--- config.mk ---
export PLATFORM = sky130hd
export DESIGN_NAME = command_and_parameter_frame_receiver_top
export DESIGN_NICKNAME = d
export VERILOG_FILES = /design/src/cpfr_pkg.sv /design/src/cpfr_datapath.sv /design/src/cpfr_ctrl.sv /design/src/command_and_parameter_frame_receiver_top.sv
export SDC_FILE = /design/constraint.sdc
export NUM_CORES = 1
export LEC_CHECK = 0
export BUFFER_PORTS_ARGS = -buffer_cell sky130_fd_sc_hd__buf_2
export CORE_ASPECT_RATIO = 1.25
export CORE_UTILIZATION = 50
export CTS_CLUSTER_DIAMETER = 60
export DETAILED_ROUTE_END_ITERATION = 16
export PLACE_DENSITY = 0.62
export SETUP_SLACK_MARGIN = 0.5
export SYNTH_ARGS = -nofsm -noshare
export SYNTH_HDL_FRONTEND = slang
export SYNTH_HIERARCHICAL = 1
export SYNTH_SLANG_ARGS = --single-unit
--- constraint.sdc ---
create_clock -name clk -period 12.8 [get_ports clk]
set_clock_uncertainty 0.2 [all_clocks]
set_input_delay 0.64 -clock clk [delete_from_list [all_inputs] [get_ports clk]]
set_output_delay 0.64 -clock clk [all_outputs]
set_load 0.01 [all_outputs]
--- src/cpfr_pkg.sv ---
package cpfr_pkg;

    // Sizes of the frame and of the parameter burst.
    localparam int PARAM_COUNT   = 10;
    localparam int PAYLOAD_BYTES = 56;

    // The payload store holds 64 bytes, kept as 16 little-endian words.
    localparam int STORE_WORDS = 16;
    localparam int WORD_AW     = $clog2(STORE_WORDS);
    localparam int CNT_W       = $clog2(PAYLOAD_BYTES + 1);
    localparam int IDX_W       = 4;

    // Command and trailer byte codes.
    localparam logic [7:0] CMD_START_STOP = 8'h30;
    localparam logic [7:0] CMD_TELEMETRY  = 8'h31;
    localparam logic [7:0] CMD_READBACK   = 8'h32;
    localparam logic [7:0] CMD_FRAME      = 8'h33;
    localparam logic [7:0] FRAME_TRAILER  = 8'hAB;

    // Action codes of a result.
    localparam logic [1:0] ACT_NONE       = 2'd0;
    localparam logic [1:0] ACT_START      = 2'd1;
    localparam logic [1:0] ACT_STOP       = 2'd2;
    localparam logic [1:0] ACT_PARAM_WORD = 2'd3;

    typedef struct packed {
        logic [7:0] rx_byte;
        logic       car_stopped;
    } cpfr_item_t;

    typedef struct packed {
        logic [1:0]  action;
        logic        telemetry_enable;
        logic        readback_request;
        logic        beep_pulse;
        logic [3:0]  param_index;
        logic [31:0] param_word;
        logic        last;
    } cpfr_result_t;

    // Kind of result that the datapath loads into its output register.
    typedef enum logic [1:0] {
        OUT_COMMAND,
        OUT_PLAIN,
        OUT_WORD
    } cpfr_out_kind_t;

    // Commands from the controller to the datapath.
    typedef struct packed {
        logic           cnt_clear;
        logic           store_byte;
        logic           load_out;
        cpfr_out_kind_t out_kind;
        logic           burst_start;
        logic           burst_step;
    } cpfr_cmd_t;

    // Status from the datapath to the controller.
    typedef struct packed {
        logic is_frame_cmd;
        logic is_trailer;
        logic count_full;
        logic idx_last;
        logic out_free;
    } cpfr_status_t;

endpackage

--- src/cpfr_datapath.sv ---
module cpfr_datapath (
    input  logic                  clk,
    input  logic                  rst_n,
    input  cpfr_pkg::cpfr_item_t  item,
    input  cpfr_pkg::cpfr_cmd_t   cmd,
    output cpfr_pkg::cpfr_status_t sts,
    output logic                  result_valid,
    input  logic                  result_stall,
    output cpfr_pkg::cpfr_result_t result
);
    import cpfr_pkg::*;

    logic [31:0]      store_mem [STORE_WORDS];
    logic [31:0]      rdata_reg;
    logic [WORD_AW-1:0] rd_addr;
    logic [WORD_AW-1:0] wr_addr;
    logic [1:0]       wr_lane;

    logic [CNT_W-1:0] byte_count_reg, byte_count_next;
    logic [IDX_W-1:0] idx_reg, idx_next;
    logic             tel_reg, tel_next;
    logic             out_valid_reg, out_valid_next;
    cpfr_result_t     out_reg, out_next;

    logic [7:0]       rx;
    logic             is_telemetry;

    assign rx           = item.rx_byte;
    assign is_telemetry = (rx == CMD_TELEMETRY);

    assign sts.is_frame_cmd = (rx == CMD_FRAME);
    assign sts.is_trailer   = (rx == FRAME_TRAILER);
    assign sts.count_full   = (byte_count_reg == CNT_W'(PAYLOAD_BYTES));
    assign sts.idx_last     = (idx_reg == IDX_W'(PARAM_COUNT - 1));
    assign sts.out_free     = !out_valid_reg || !result_stall;

    assign result_valid = out_valid_reg;
    assign result       = out_reg;

    // Payload store: byte lanes of 32-bit words, one byte written per transfer.
    assign wr_addr = byte_count_reg[5:2];
    assign wr_lane = byte_count_reg[1:0];

    always_ff @(posedge clk)
    begin
        if (cmd.store_byte)
        begin
            store_mem[wr_addr][8 * wr_lane +: 8] <= rx;
        end
    end

    // During a burst the read register holds the word at idx_reg, read ahead of its use.
    always_comb
    begin
        if (cmd.burst_start)
        begin
            rd_addr = '0;
        end
        else if (cmd.burst_step)
        begin
            rd_addr = WORD_AW'(idx_reg + 1'b1);
        end
        else
        begin
            rd_addr = WORD_AW'(idx_reg);
        end
    end

    always_ff @(posedge clk)
    begin
        rdata_reg <= store_mem[rd_addr];
    end

    always_comb
    begin
        byte_count_next = byte_count_reg;
        if (cmd.cnt_clear)
        begin
            byte_count_next = '0;
        end
        else if (cmd.store_byte)
        begin
            byte_count_next = byte_count_reg + 1'b1;
        end

        idx_next = idx_reg;
        if (cmd.burst_start)
        begin
            idx_next = '0;
        end
        else if (cmd.burst_step)
        begin
            idx_next = idx_reg + 1'b1;
        end

        tel_next = tel_reg;
        if (cmd.load_out && cmd.out_kind == OUT_COMMAND && is_telemetry)
        begin
            tel_next = !tel_reg;
        end

        out_next                  = '0;
        out_next.telemetry_enable = tel_reg;
        out_next.last             = 1'b1;
        case (cmd.out_kind)
            OUT_COMMAND:
            begin
                out_next.beep_pulse       = 1'b1;
                out_next.telemetry_enable = tel_next;
                out_next.readback_request = (rx == CMD_READBACK);
                if (rx == CMD_START_STOP)
                begin
                    out_next.action = item.car_stopped ? ACT_START : ACT_STOP;
                end
            end
            OUT_WORD:
            begin
                out_next.action           = ACT_PARAM_WORD;
                out_next.readback_request = 1'b1;
                out_next.param_index      = idx_reg;
                out_next.param_word       = rdata_reg;
                out_next.last             = sts.idx_last;
            end
            default:
            begin
                out_next.action = ACT_NONE;
            end
        endcase

        if (cmd.load_out)
        begin
            out_valid_next = 1'b1;
        end
        else
        begin
            out_valid_next = out_valid_reg && result_stall;
        end
    end

    always_ff @(posedge clk or negedge rst_n)
    begin
        if (!rst_n)
        begin
            byte_count_reg <= '0;
            idx_reg        <= '0;
            tel_reg        <= 1'b0;
            out_valid_reg  <= 1'b0;
        end
        else
        begin
            byte_count_reg <= byte_count_next;
            idx_reg        <= idx_next;
            tel_reg        <= tel_next;
            out_valid_reg  <= out_valid_next;
        end
    end

    always_ff @(posedge clk)
    begin
        if (cmd.load_out)
        begin
            out_reg <= out_next;
        end
    end

    // The telemetry flag only moves on a command transfer of its code.
    a_tel_change: assert property (@(posedge clk) disable iff (!rst_n)
        (tel_reg != $past(tel_reg)) |->
            ($past(cmd.load_out) && $past(cmd.out_kind) == OUT_COMMAND))
        else $error("telemetry flag changed without a command");

    // Each burst step advances the word index by exactly one.
    a_idx_step: assert property (@(posedge clk) disable iff (!rst_n)
        (cmd.burst_step && !cmd.burst_start) |=> (idx_reg == $past(idx_reg) + 1'b1))
        else $error("burst index did not advance");

    // The payload count never runs past the frame length.
    a_count_range: assert property (@(posedge clk) disable iff (!rst_n)
        byte_count_reg <= CNT_W'(PAYLOAD_BYTES))
        else $error("payload count out of range");

endmodule

--- src/cpfr_ctrl.sv ---
module cpfr_ctrl (
    input  logic                   clk,
    input  logic                   rst_n,
    input  logic                   item_valid,
    output logic                   item_stall,
    input  cpfr_pkg::cpfr_status_t sts,
    output cpfr_pkg::cpfr_cmd_t    cmd
);
    import cpfr_pkg::*;

    typedef enum logic [1:0] {
        S_COMMAND,
        S_PAYLOAD,
        S_BURST
    } state_t;

    state_t state_reg, state_next;
    logic   take;

    assign item_stall = (state_reg == S_BURST) || !sts.out_free;
    assign take       = item_valid && !item_stall;

    always_comb
    begin
        state_next      = state_reg;
        cmd             = '0;
        cmd.out_kind    = OUT_PLAIN;
        case (state_reg)
            S_COMMAND:
            begin
                if (take)
                begin
                    cmd.load_out = 1'b1;
                    cmd.out_kind = OUT_COMMAND;
                    if (sts.is_frame_cmd)
                    begin
                        cmd.cnt_clear = 1'b1;
                        state_next    = S_PAYLOAD;
                    end
                end
            end
            S_PAYLOAD:
            begin
                if (take)
                begin
                    if (!sts.count_full)
                    begin
                        cmd.store_byte = 1'b1;
                        cmd.load_out   = 1'b1;
                    end
                    else
                    begin
                        cmd.cnt_clear = 1'b1;
                        if (sts.is_trailer)
                        begin
                            cmd.burst_start = 1'b1;
                            state_next      = S_BURST;
                        end
                        else
                        begin
                            cmd.load_out = 1'b1;
                            state_next   = S_COMMAND;
                        end
                    end
                end
            end
            S_BURST:
            begin
                if (sts.out_free)
                begin
                    cmd.load_out   = 1'b1;
                    cmd.out_kind   = OUT_WORD;
                    cmd.burst_step = 1'b1;
                    if (sts.idx_last)
                    begin
                        state_next = S_COMMAND;
                    end
                end
            end
            default:
            begin
                state_next = S_COMMAND;
            end
        endcase
    end

    always_ff @(posedge clk or negedge rst_n)
    begin
        if (!rst_n)
        begin
            state_reg <= S_COMMAND;
        end
        else
        begin
            state_reg <= state_next;
        end
    end

    // The output register is only loaded when it is free to take a result.
    a_load_free: assert property (@(posedge clk) disable iff (!rst_n)
        cmd.load_out |-> sts.out_free)
        else $error("result loaded over a pending result");

    // A valid trailer always leads into the word burst.
    a_burst_entry: assert property (@(posedge clk) disable iff (!rst_n)
        cmd.burst_start |=> (state_reg == S_BURST))
        else $error("burst start without burst state");

    // Leaving the burst happens only after the final word was loaded.
    a_burst_exit: assert property (@(posedge clk) disable iff (!rst_n)
        (state_reg == S_BURST && state_next == S_COMMAND) |->
            (cmd.load_out && cmd.out_kind == OUT_WORD && sts.idx_last))
        else $error("burst ended early");

endmodule

--- src/command_and_parameter_frame_receiver_top.sv ---
// Command and parameter frame receiver.
// The item channel (item_valid, item_stall, item) carries one received serial
// byte with the car_stopped flag; a transfer happens on a rising edge where
// item_valid is high and item_stall is low. The result channel (result_valid,
// result_stall, result) carries result items the same way.
// Every byte gives one result, held in the output register from the cycle
// after its transfer. A frame trailer of 0xAB after a full payload instead
// gives ten parameter-word results: each word is first read from the
// payload store into a read register and then loaded into the output
// register, one word per cycle while the sink keeps up, and no new byte is
// taken until the tenth word has been loaded. Other bytes can be taken one
// per cycle while the output register is free.
// A new byte is taken while the previous result still waits in the output
// register, unless that register is stalled and full.
// Reset clears the frame state, the payload count, the telemetry flag and the
// output valid; the payload store itself is not cleared.
// When the sink holds result_stall, the pending result stays unchanged and
// the block stalls its input until that result is taken.
module command_and_parameter_frame_receiver_top (
    input  logic                   clk,
    input  logic                   rst_n,
    input  logic                   item_valid,
    output logic                   item_stall,
    input  cpfr_pkg::cpfr_item_t   item,
    output logic                   result_valid,
    input  logic                   result_stall,
    output cpfr_pkg::cpfr_result_t result
);
    import cpfr_pkg::*;

    // The controller sequences command, payload and burst phases; the
    // datapath owns the payload store, counters and the output register.
    cpfr_cmd_t    cmd;
    cpfr_status_t sts;

    cpfr_ctrl u_ctrl (
        .clk        (clk),
        .rst_n      (rst_n),
        .item_valid (item_valid),
        .item_stall (item_stall),
        .sts        (sts),
        .cmd        (cmd)
    );

    cpfr_datapath u_datapath (
        .clk          (clk),
        .rst_n        (rst_n),
        .item         (item),
        .cmd          (cmd),
        .sts          (sts),
        .result_valid (result_valid),
        .result_stall (result_stall),
        .result       (result)
    );

endmodule

# Word-level counts from Yosys, hierarchy flattened
# Memories as Yosys holds them, arrays and structs flattened. A register that Yosys moved wholly into a read port is not among the register bits.
# Cells that the tools add are included.
# classes
add_sub_neg,3
eq_ne,16
n_shift,2
n_mux,41
reduce_logical,15
# ops
operator,n
negation 5 -> 34 bit,1
"variable shift 8 x 34 -> 32 bit, first input constant",1
indexed part select 8 x 34 -> 32 bit,1
"equality test 8 x 6 -> 1 bit, second input constant",4
2-to-1 mux 32 bit,1
2-to-1 mux 1 bit,18
2-to-1 mux 2 bit,9
2-to-1 mux 6 bit,2
2-to-1 mux 3 bit,3
"equality test 8 bit, second input constant",1
2-to-1 mux 4 bit,2
"inequality test 2 x 1 -> 1 bit, second input constant",4
case mux 2 bit (2 select lines),2
"adder 6 x 1 -> 6 bit, second input constant",1
"equality test 6 bit, second input constant",1
case mux 2 bit (3 select lines),1
AND reduction 6 bit,1
zero test 1 bit,5
"adder 4 x 1 -> 4 bit, second input constant",1
"equality test 2 bit, second input constant",2
"equality test 4 bit, second input constant",1
logical AND 1 bit,4
zero test 2 bit,2
"inequality test 2 bit, second input constant",2
other kinds (5),7
# word_totals
register_bits,56
ram_bits,512
input_bits,13
out_inout_bits,44
wordCells,90
memories,1
# mem_list
memory,depth,word_bits,read_ports,rd_ports_with_merged_regs,write_ports,line,rtl
u_datapath.store_mem,16,32,1,1,1,cpfr_datapath.sv:13,logic [31:0] store_mem [STORE_WORDS];

# Longest topological paths before layout
# Gate-level depths: netlist of run 1.
# depth
depth_word,13
depth_mapped,15
ltp_nobuf,11

# By module
# The synthesis of run 1 kept the hierarchy.
# by_module_without_submodules
module,n_inst,cells_per_inst,area_each_um2,seq_area_each_um2
cpfr_datapath,1,1474,22913.2,17576.9
cpfr_ctrl,1,24,200.2,50.0

# Least setup slack after synthesis of run 1
# OpenSTA, ideal clock, no wires.
# synth_path
path_type,reg-to-reg
startpoint,reg u_datapath.byte_count_reg[3]
endpoint,reg u_datapath.out_reg (netlist bit u_datapath/result[39]) (data pin)
setup_time_ps,274
arrival_ps,3877
slack_ps,8450
path_stages_with_launch,10
n_path_buf,1
period_less_slack_ps,4350
path_cell_list,dfrtp_1 > clkbuf_1 > nor2b_1 > nand3_1 > nor2_1 > a21o_1 > a21oi_1 > nand4bb_1 > nor3_1 > xor2_1
# synth_rtl
element,line,rtl
from (decl),cpfr_datapath.sv:19,"logic [CNT_W-1:0] byte_count_reg, byte_count_next;"
from (signal assigned),cpfr_datapath.sv:151,byte_count_reg <= byte_count_next;
to (signal assigned),cpfr_datapath.sv:162,out_reg <= out_next;
to (decl),cpfr_datapath.sv:23,"cpfr_result_t out_reg, out_next;"

==> results of run 1 <==
==> cell usage after synthesis (5+ instances only) <==
| cell | instances | area share |
|---|---|---|
| and2_1 | 69 | 0.019 |
| nor3b_1 | 5 | 0.0016 |
| inv_1 | 6 | 0.00097 |
| mux2i_1 | 63 | 0.027 |
| nand3_1 | 7 | 0.0015 |
| a21oi_1 | 125 | 0.027 |
| nor3_1 | 6 | 0.0013 |
| xor2_1 | 5 | 0.0019 |
| buf_4 | 5 | 0.0016 |
| or4_1 | 31 | 0.010 |
| edfxtp_1 | 554 | 0.72 |
| dfrtp_1 | 14 | 0.015 |
| nand2_1 | 148 | 0.024 |
| a211oi_1 | 65 | 0.021 |
| nor2b_1 | 9 | 0.0024 |
| nand4_1 | 7 | 0.0019 |
| ha_1 | 8 | 0.0043 |
| buf_1 | 5 | 0.00081 |
| dfxtp_1 | 32 | 0.028 |
| a221oi_1 | 120 | 0.045 |
| nor2_1 | 79 | 0.013 |
| clkbuf_1 | 79 | 0.013 |
| buf_2 | 14 | 0.0030 |
==> logic make-up after synthesis <==
logic type	Yosys count
adders and majority gates	8
xor gates and xnor gates	7
DFF	600
buffers and inverters	111
and+or+nand+nor	381
AOI/OAI and AO/OA	323
muxes	68
==> cell type report <==
type | count | area (µm²) | share of cell area
Tap cell | 578 | 723 | 0.0282
Inverter | 8 | 40.0 | 0.00156
Clock buffer | 73 | 1500 | 0.0584
Sequential cell | 600 | 17600 | 0.688
Clock inverter | 30 | 230 | 0.00898
Timing Repair Buffer | 78 | 448 | 0.0175
Multi-Input combinational cell | 787 | 5070 | 0.198
==> routing by layer <==
| layer | routed length, µm | vias up | track usage |
|---|---|---|---|
| met5 | 0 | - | 0 |
| met4 | 1620 | 0 | 0.0777 |
| met3 | 3220 | 99 | 0.0338 |
| met2 | 27100 | 431 | 0.390 |
| met1 | 22400 | 6684 | 0.310 |
| li1 | - | 5909 | - |
==> where the power goes <==
| part | switching (mW) | leakage (nW) | internal, mW |
|---|---|---|---|
| sequential | 0.00817 | 5.25 | 2.25 |
| clock | 0.693 | 0.842 | 0.882 |
| combinational | 0.147 | 1.73 | 0.0289 |
| total | 0.848 | 7.82 | 3.16 |
==> cell usage in the layout, fill, tap and decap left out, types with 6 or more instances in the layout <==
| master | Yosys | final |
|---|---|---|
| nor2_1 | 79 | 79 |
| buf_4 | 5 | 21 |
| a221oi_1 | 120 | 120 |
| clkinv_1 | 1 | 6 |
| ha_1 | 8 | 8 |
| dfrtp_1 | 14 | 14 |
| a211oi_1 | 65 | 65 |
| clkbuf_16 | 0 | 57 |
| nand3_1 | 7 | 7 |
| nor3_1 | 6 | 6 |
| inv_1 | 6 | 6 |
| dfxtp_1 | 32 | 32 |
| mux2i_1 | 63 | 63 |
| and2_1 | 69 | 69 |
| edfxtp_1 | 554 | 554 |
| nor2b_1 | 9 | 8 |
| clkbuf_1 | 79 | 15 |
| a21oi_1 | 125 | 124 |
| buf_2 | 14 | 56 |
| nand2_1 | 148 | 148 |
| or4_1 | 31 | 31 |
| clkinv_2 | 0 | 16 |
| nand4_1 | 7 | 7 |
==> per-stage QoR <==
step / instance area [µm²] / hold slack [ns] / instances / setup WS [ns] / utilization
2_1_floorplan: 23100 / 0.144 / 1498 / 8.45 / -
3_3_place_gp: 23900 / 0.273 / 2050 / 6.91 / 0.526
3_5_place_dp: 23900 / 0.280 / 2050 / 6.88 / 0.526
4_1_cts: 25600 / 0.130 / 2154 / 6.99 / 0.565
5_1_grt: 25600 / 0.162 / 2154 / 6.49 / 0.565
6_report: 25600 / 0.146 / 2154 / 6.91 / 0.565
==> critical path, cell delays in order (launching register included) <==
cell      delay (ns)
dfrtp_1         0.51
nor2b_1         0.30
nand3_1         0.30
nor2_1          0.39
nand2_1         0.14
nor3_1          0.80
or2_4           0.91
inv_6           0.47
buf_4           0.61
a21oi_1         0.29
a221oi_1        0.14
or4_1           0.56
==> path summary, 6_finish.rpt <==
path	to	depth (start not counted)	from	slack (ns)
max in group asynchronous	u_ctrl/state_reg[0]	2	rst_n	11.81
max	u_datapath/rdata_reg[6]	11	u_datapath/byte_count_reg[3]	6.91
min in group asynchronous	u_datapath/idx_reg[1]	2	rst_n	0.30
max reg2reg	u_datapath/rdata_reg[6]	11	u_datapath/byte_count_reg[3]	6.91
min reg2reg	u_datapath/tel_reg	1	u_datapath/tel_reg	0.29
min	u_datapath/result[40]	2	item[0]	0.15
==> results.py, run 1 <==
metrics = {
    "outcome": {
        "status": "finished, final reports clean",
    },
    "timing": {
        "finalSetupTns_ns": 0,
        "finalCritPeriodShare": 0.460,
        "rsz0062_at_grt": "no",
        "fmax_ghz": 0.170,
        "hold_violations": 0,
        "setup-violations-final": 0,
        "period_needed_ns": 5.89,
        "final_max_slew_viol_count": 0,
        "slew_headroom": 0.0941,
        "worst_pin_slew_ns": 1.35,
    },
    "cts": {
        "cts_setup_buffers": 0,
        "cts_buffers": 55,
        "cts_max_level": 2,
        "cts_tree": "built",
        "cts.sinks": 600,
        "cts_buffer_depth": 3,
        "clk_latency_ns": 0.59,
        "clkTransAtPathRegs_ns": 0.06,
        "clockRootBuffer": "clkbuf_16",
        "cts_resized": 0,
        "ctsHoldBuffers": 1,
    },
    "route": {
        "route.detailed.drc": 0,
        "routed_wl_mm": 54.4,
        "dr.pass1.iters": 5,
        "wire_per_inst_um": 25.2,
        "ant_nets": 0,
        "drtIter0Drc": 1298,
        "num_vias": 13100,
        "via_per_inst": 6.09,
    },
    "synthesis": {
        "ys_ff_latch": 600,
        "ys.flop_type": "edfxtp_1",
        "synth_simple_gate_area_frac": 0.0807,
        "synth_area_per_cell_um2": 15.4,
        "ys_seq_area_frac": 0.763,
        "synth_top_family_by_area": "compound AO/OA/AOI/OAI gates",
        "synth_cell_types": 47,
        "netlist_instances": 1498,
        "synth_fa_ha_area_frac": 0.00433,
        "synth_xor_area_frac": 0.00298,
        "syn-num-nets": 1519,
        "ys_async_sr_fraction": 0.0233,
        "synth_compound_area_frac": 0.0981,
        "synth_edf_count": 554,
        "ys_warn_count": 6,
        "synthMuxAreaShare": 0.0317,
        "syn_area_um2": 23100,
    },
    "finish": {
        "largest_register_ffs": 512,
        "syn2layout_area_growth_pct": 10.9,
        "diodes": 0,
        "nets": 1551,
        "num-fill-cells": 3509,
        "drive_above_1_share": 0.112,
    },
    "global_route": {
        "overflow": 0,
        "grt_pass1_vias": 13000,
        "grt_start_max_net_pins": 102,
        "grt_antenna_before_repair": 0,
        "grt_use_total": 0.232,
        "grt_pass1_wl_mm": 81.5,
    },
    "worst_hold_path": {
        "hold_class": "input pin to register",
    },
    "power": {
        "peakVddDrop_uv": 119,
        "cellPowerDensity_nw_per_um2": 156,
        "leakage_nw": 7.82,
        "power_mw": 4.01,
    },
    "worst_setup_path": {
        "endpoint_kind": "register",
        "critical_path_arrival_ns": 6.15,
        "cp.required_ns": 13.06,
        "critPathLaunchType": "register",
        "critical_path.max_fanout": 101,
        "criticalPathCategory": "register to register",
    },
    "floorplan": {
        "core_area_um2": 45400,
        "rows": 87,
        "die_area_um2": 47100,
        "dieHeight_um": 242,
        "io_pins": 57,
        "die_w_um": 194,
        "initial_core_util": 0.509,
    },
    "place": {
        "gp_congestion": 0.829,
        "dp_hpwl_mm": 30.3,
        "io_buffers": 56,
    },
    "run": {
        "drv_cap": 0,
    },
}
Power figures use the tool's default switching activity.
==> run 2: changes to the inputs <==
ABC_AREA = 1   (was default)
clock period = 5.8 ns   (was 12.8 ns; I/O delays follow)
==> run 2 against run 1 <==
Non-clock buffer count rose by 17. Largest power group unchanged. Register-to-register slack got worse by 5.5 ns. Worst setup slack lost 5.5 ns. Area after synthesis up 16%. Sequential power rose by 120%. Clock-buffer cell count up 11.
==> results.py, run 2 <==
metrics = {
    "outcome": {
        "status": "finished, final reports clean",
    },
    "synthesis": {
        "syn_area_um2": 26800,
        "ys_ff_latch": 600,
        "yosys.area.top_type": "edfxtp_1",
        "synth_area_leaders": "edfxtp_1, nand3_1, inv_1",
        "synth_top_area_frac": 0.622,
        "synth_edf_count": 554,
        "ys_warn_count": 6,
        "synth_cell_types": 32,
        "netlist_instances": 2614,
        "ys.flop_type": "edfxtp_1",
        "synth_area_per_cell_um2": 10.2,
        "synthTopCellsByCount": "inv_1, edfxtp_1, nand3_1, nand2_1, nand4_1",
        "syn-num-nets": 2635,
        "ys_async_sr_fraction": 0.0233,
        "synth_most_common_cell": "inv_1",
        "ys_seq_area_frac": 0.659,
    },
    "worst_setup_path": {
        "critPathLaunch": "u_datapath/byte_count_reg[0]",
        "endpoint": "u_datapath/rdata_reg[19]",
        "r2r_cells": 14,
        "cp.required_ns": 6.08,
        "rrSetupSlack_ns": 1.40,
        "timing.rr.end": "u_datapath/rdata_reg[19]",
        "path_cells": "inv_1 > ha_1 > clkinv_1 > nor2_1 > nand2_1 > nor2_1 > inv_8 > nand3_4 > buf_4 > nand2_1 > nand3_1 > nand3_1 > nand3_1 > nand2_1",
        "critPathLaunchType": "register",
        "endpoint_kind": "register",
        "slowest_stage": "dfrtp_1",
        "cpPeakStageDelay_ns": 0.54,
        "criticalPathCategory": "register to register",
        "critical_path_arrival_ns": 4.68,
        "critical_path.max_fanout": 94,
        "r2r_start": "u_datapath/byte_count_reg[0]",
    },
    "timing": {
        "fmax_ghz": 0.227,
        "slew_headroom": 0.200,
        "period_needed_ns": 4.40,
        "finalCritPeriodShare": 0.759,
        "rsz0062_at_grt": "no",
        "finalSetupTns_ns": 0,
        "final_max_slew_viol_count": 0,
        "hold_violations": 0,
        "setup-violations-final": 0,
        "worst_pin_slew_ns": 1.20,
    },
    "cts": {
        "cts_setup_buffers": 0,
        "clkTransAtPathRegs_ns": 0.06,
        "cts_buffers": 57,
        "clk_latency_ns": 0.60,
        "clockRootBuffer": "clkbuf_16",
        "cts_resized": 0,
        "cts_tree": "built",
        "cts.sinks": 600,
        "ctsHoldBuffers": 10,
        "cts_max_level": 2,
        "cts_buffer_depth": 3,
    },
    "global_route": {
        "grt_start_max_net_pins": 159,
        "grt_pass1_wl_mm": 102,
        "grt_antenna_before_repair": 5,
        "overflow": 0,
        "grt_use_total": 0.245,
        "grt_pass1_vias": 17500,
    },
    "run": {
        "drv_cap": 0,
    },
    "finish": {
        "drive_above_1_share": 0.0674,
        "final_common_cell": "inv_1",
        "final_cell_mix": "inv_1, edfxtp_1, nand3_1",
        "largest_register_ffs": 512,
        "fin_area_um2": 29200,
        "syn2layout_area_growth_pct": 9.15,
        "nets": 2617,
    },
    "route": {
        "dr.pass1.iters": 6,
        "num_vias": 18300,
        "route.detailed.drc": 0,
        "via_per_inst": 5.52,
        "drt-met1-wl_mm": 27.1,
        "routed_wl_mm": 66.2,
        "wire_per_inst_um": 20.0,
        "wl_met2_mm": 32.2,
        "met3WireLength_mm": 4.67,
        "routed.top_layer": "met5",
        "ant_nets": 0,
        "drtIter0Drc": 1634,
    },
    "power": {
        "cellPowerDensity_nw_per_um2": 311,
        "peakVddDrop_uv": 244,
        "leakage_nw": 12.3,
    },
    "floorplan": {
        "core_area_um2": 52800,
        "rows": 94,
        "io_pins": 57,
        "die_w_um": 209,
        "dieHeight_um": 261,
        "initial_core_util": 0.507,
        "die_area_um2": 54500,
    },
    "place": {
        "gp_congestion": 0.940,
        "dp_hpwl_mm": 37.8,
        "placed_area_um2": 27400,
        "io_buffers": 56,
    },
    "worst_hold_path": {
        "hold_class": "input pin to register",
        "worstHoldStart": "item[5]",
    },
}
==> run 2: changes by cell type in the layout (fill, tap and decap cells not counted), moves of 68 or more <==
| cell | delta |
|---|---|
| inv_1 | +569 |
| nand3_1 | +458 |
| nand4_1 | +251 |
| nand2_1 | +190 |
| a21oi_1 | -120 |
| a221oi_1 | -120 |
| and2_1 | -68 |
==> run 2: critical path, delay by kind of cell (launching register included) <==
| family | cells | cell delay (ns) |
|---|---|---|
| adder cells (fa/ha/maj) | 1 | 0.39 |
| flip-flops | 1 | 0.54 |
| AND/OR/NAND/NOR | 9 | 1.87 |
| buffers and inverters | 4 | 1.23 |
==> run 2: layout make-up <==
type,count,area [µm²]
Clock inverter,19,114
Timing Repair Buffer,95,673
Fill cell,4450,23600
Inverter,586,2210
Sequential cell,600,17600
Multi-Input combinational cell,1256,6190
Clock buffer,84,1560
Antenna cell,1,2.50
Tap cell,672,841
==> run 2: worst min-delay path by stage <==
| stage | to | slack, ns | cells after the start |
|---|---|---|---|
| finish | u_datapath/tel_reg | 0.12 | 5 |
| global route | u_datapath/tel_reg | 0.13 | 5 |
| CTS | u_datapath/tel_reg | 0.09 | 5 |
| detailed placement | u_datapath/idx_reg[3] | 0.03 | 1 |
| global placement | u_datapath/idx_reg[3] | 0.03 | 1 |
| floorplan | u_ctrl/state_reg[0] | -0.21 | 0 |
==> run 2: cells by family after synthesis <==
kind of cell,count (synthesis),share of synthesized area
compound gates,15,0.00332
buf+inv,758,0.113
fa+ha+maj,8,0.00374
simple gates,1231,0.221
xor+xnor,2,0.000655
flops,600,0.659
==> run 2: per-stage QoR <==
stage	instances	hold WS, ns	util	setup slack (ns)	power, mW
2_1_floorplan	2614	-0.206	-	2.18	5.43
3_5_place_dp	3199	0.0349	0.520	1.44	5.75
4_1_cts	3312	0.0909	0.553	1.43	9.14
5_1_grt	3313	0.131	0.553	0.968	9.34
6_report	3313	0.125	0.553	1.40	9.08
3_3_place_gp	3199	0.0325	0.520	1.53	5.73
==> run 2: layer usage <==
layer  global-route usage  vias to the layer above
met5                    0                        -
met4               0.0956                        8
met3               0.0455                      161
met2                0.410                      637
met1                0.317                     8752
li1                     -                     8719
==> run 2: where the power goes <==
part / internal (mW) / switching, mW
Sequential: 5.02 / 0.0267
Clock: 1.89 / 1.54
Combinational: 0.105 / 0.508
Total: 7.01 / 2.07
==> run 3: changes to the inputs <==
PLACE_DENSITY = 0.64   (was 0.62)
clock period = 4 ns   (was 5.8 ns; I/O delays follow)
==> run 3 against run 2 <==
Critical path depth shrank 3. Critical endpoint is now u_datapath/rdata_reg[11]. Final cell count grew 2.6%. Highest routed layer unchanged. Flip-flop and latch count is the same. Critical path type unchanged.
==> results.py, run 3 (synthesis gave the netlist of run 2 again) <==
metrics = {
    "global_route": {
        "grt_antenna_before_repair": 5,
        "overflow": 0,
        "grt_use_total": 0.250,
        "grt_pass1_wl_mm": 104,
        "grt_start_max_net_pins": 129,
        "grt_pass1_vias": 18200,
    },
    "worst_setup_path": {
        "endpoint_kind": "register",
        "r2r_start": "u_ctrl/state_reg[0]",
        "cp.required_ns": 4.29,
        "criticalPathCategory": "register to register",
        "critPathLaunch": "u_ctrl/state_reg[0]",
        "r2r_cells": 11,
        "critPathLaunchType": "register",
        "rrSetupSlack_ns": 0.63,
        "critical_path_arrival_ns": 3.66,
        "critical_path.max_fanout": 76,
        "timing.rr.end": "u_datapath/rdata_reg[11]",
    },
    "floorplan": {
        "io_pins": 57,
        "die_w_um": 209,
        "rows": 94,
        "initial_core_util": 0.507,
        "dieHeight_um": 261,
        "die_area_um2": 54500,
        "core_area_um2": 52800,
    },
    "route": {
        "ant_nets": 0,
        "dr.pass1.iters": 6,
        "drtIter0Drc": 1499,
        "wire_per_inst_um": 19.9,
        "via_per_inst": 5.58,
        "route.detailed.drc": 0,
        "routed_wl_mm": 67.7,
        "num_vias": 19000,
    },
    "power": {
        "leakage_nw": 12.9,
        "swShare": 0.226,
        "seq_power_share": 0.527,
        "internal_power_mw": 10.7,
        "p_sw_mw": 3.13,
        "cellPowerDensity_nw_per_um2": 459,
        "peakVddDrop_uv": 320,
        "power_mw": 13.8,
        "comb_power_share": 0.071,
        "p_clk_frac": 0.402,
    },
    "worst_hold_path": {
        "hold_end": "u_datapath/store_mem[15][23]",
        "worstHoldStart": "item[8]",
        "whs_path_depth": 4,
        "hold_class": "input pin to register",
    },
    "finish": {
        "largest_register_ffs": 512,
        "nets": 2698,
        "drive_above_1_share": 0.103,
        "syn2layout_area_growth_pct": 12.8,
        "fin_area_um2": 30200,
        "final_common_cell": "inv_1",
        "final_cell_mix": "inv_1, edfxtp_1, nand3_1",
    },
    "timing": {
        "worst_pin_slew_ns": 1.15,
        "fmax_ghz": 0.297,
        "whs_ns": 0.0668,
        "slew_headroom": 0.233,
        "period_needed_ns": 3.37,
        "setup-violations-final": 0,
        "final_max_slew_viol_count": 0,
        "finalCritPeriodShare": 0.842,
        "rsz0062_at_grt": "no",
        "hold_violations": 0,
        "fin_ws_ns": 0.631,
        "finalSetupTns_ns": 0,
    },
    "cts": {
        "cts.sinks": 600,
        "cts_max_level": 2,
        "cts_buffer_depth": 3,
        "clockRootBuffer": "clkbuf_16",
        "clk_latency_ns": 0.62,
        "clkTransAtPathRegs_ns": 0.06,
        "cts_buffers": 57,
        "cts_setup_buffers": 0,
        "cts_tree": "built",
    },
    "outcome": {
        "status": "finished, final reports clean",
    },
    "place": {
        "io_buffers": 56,
        "pre_cts_slack_ns": 0.496,
        "placed_area_um2": 28100,
        "dp_hpwl_mm": 39.4,
        "gp_congestion": 0.926,
    },
    "run": {
        "drv_cap": 0,
    },
}
==> run 3: changes by cell type in the layout (fill, tap and decap cells not counted), moves of 4 or more <==
cell,change
bufinv_16,+5
clkinv_2,+7
buf_4,+71
dlygate4sd3_1,+4
clkbuf_1,-13
clkbuf_8,+6
clkinv_1,-5
==> run 3: worst max path at each step <==
stage / endpoint / slack, ns / cells past startpoint
5_1_grt: u_datapath/rdata_reg[24] / 0.51 / 11
3_5_place_dp: u_datapath/rdata_reg[4] / 0.50 / 14
6_report: u_datapath/rdata_reg[11] / 0.63 / 11
2_1_floorplan: u_datapath/result[39] / 0.78 / 13
3_3_place_gp: u_datapath/rdata_reg[1] / 0.61 / 14
4_1_cts: u_datapath/rdata_reg[4] / 0.59 / 14
==> run 3: power by group through the flow <==
stage / sequential (mW) / combinational, mW / clock [mW]
finish: 7.29 / 0.983 / 5.57
global route: 7.29 / 1.05 / 5.86
CTS: 7.29 / 0.966 / 5.65
detailed placement: 7.42 / 0.956 / 0
global placement: 7.42 / 0.935 / 0
floorplan: 7.44 / 0.434 / 0
==> run 3: area by class of cell <==
class | instances | area, µm²
well taps | 672 | 841
inverters | 586 | 2220
clock buffers | 79 | 1640
clock inverters | 29 | 313
repair buffers | 176 | 1360
flip-flops and latches | 600 | 17600
multi-input cells | 1256 | 6190
diodes | 1 | 2.50
fillers | 4363 | 22600
==> run 3: metal layers <==
layer | part of all wire | vias up | track usage
met5 | 0.00074 | - | 0
met4 | 0.035 | 8 | 0.100
met3 | 0.076 | 181 | 0.0439
met2 | 0.48 | 801 | 0.411
met1 | 0.40 | 9104 | 0.330
li1 | - | 8887 | -
==> run 3: per-stage QoR <==
stage / utilization / cells
2_1_floorplan: - / 2614
4_1_cts: 0.571 / 3398
6_report: 0.572 / 3399
3_5_place_dp: 0.532 / 3276
5_1_grt: 0.572 / 3399
3_3_place_gp: 0.532 / 3276
==> run 3: worst max-delay path: stages (launching register included) <==
cell and delay [ns]:
dfrtp_1 0.45, inv_2 0.08, nand2_4 0.08, nor2_1 0.17, nand2_8 0.13, buf_4 0.53
buf_4 0.82, nand4_1 0.24, nand3_1 0.15, nand3_1 0.12, nand3_1 0.16, nand2_1 0.07
==> run 3: repair_timing <==
item | CTS | global route
hold endpoints to repair | 23 | 0
cloned | 0 | 0
pin swaps | 0 | 0
setup endpoints to repair | 3 | 32
gates resized for setup | 1 | 8
hold buffers | 14 | 0
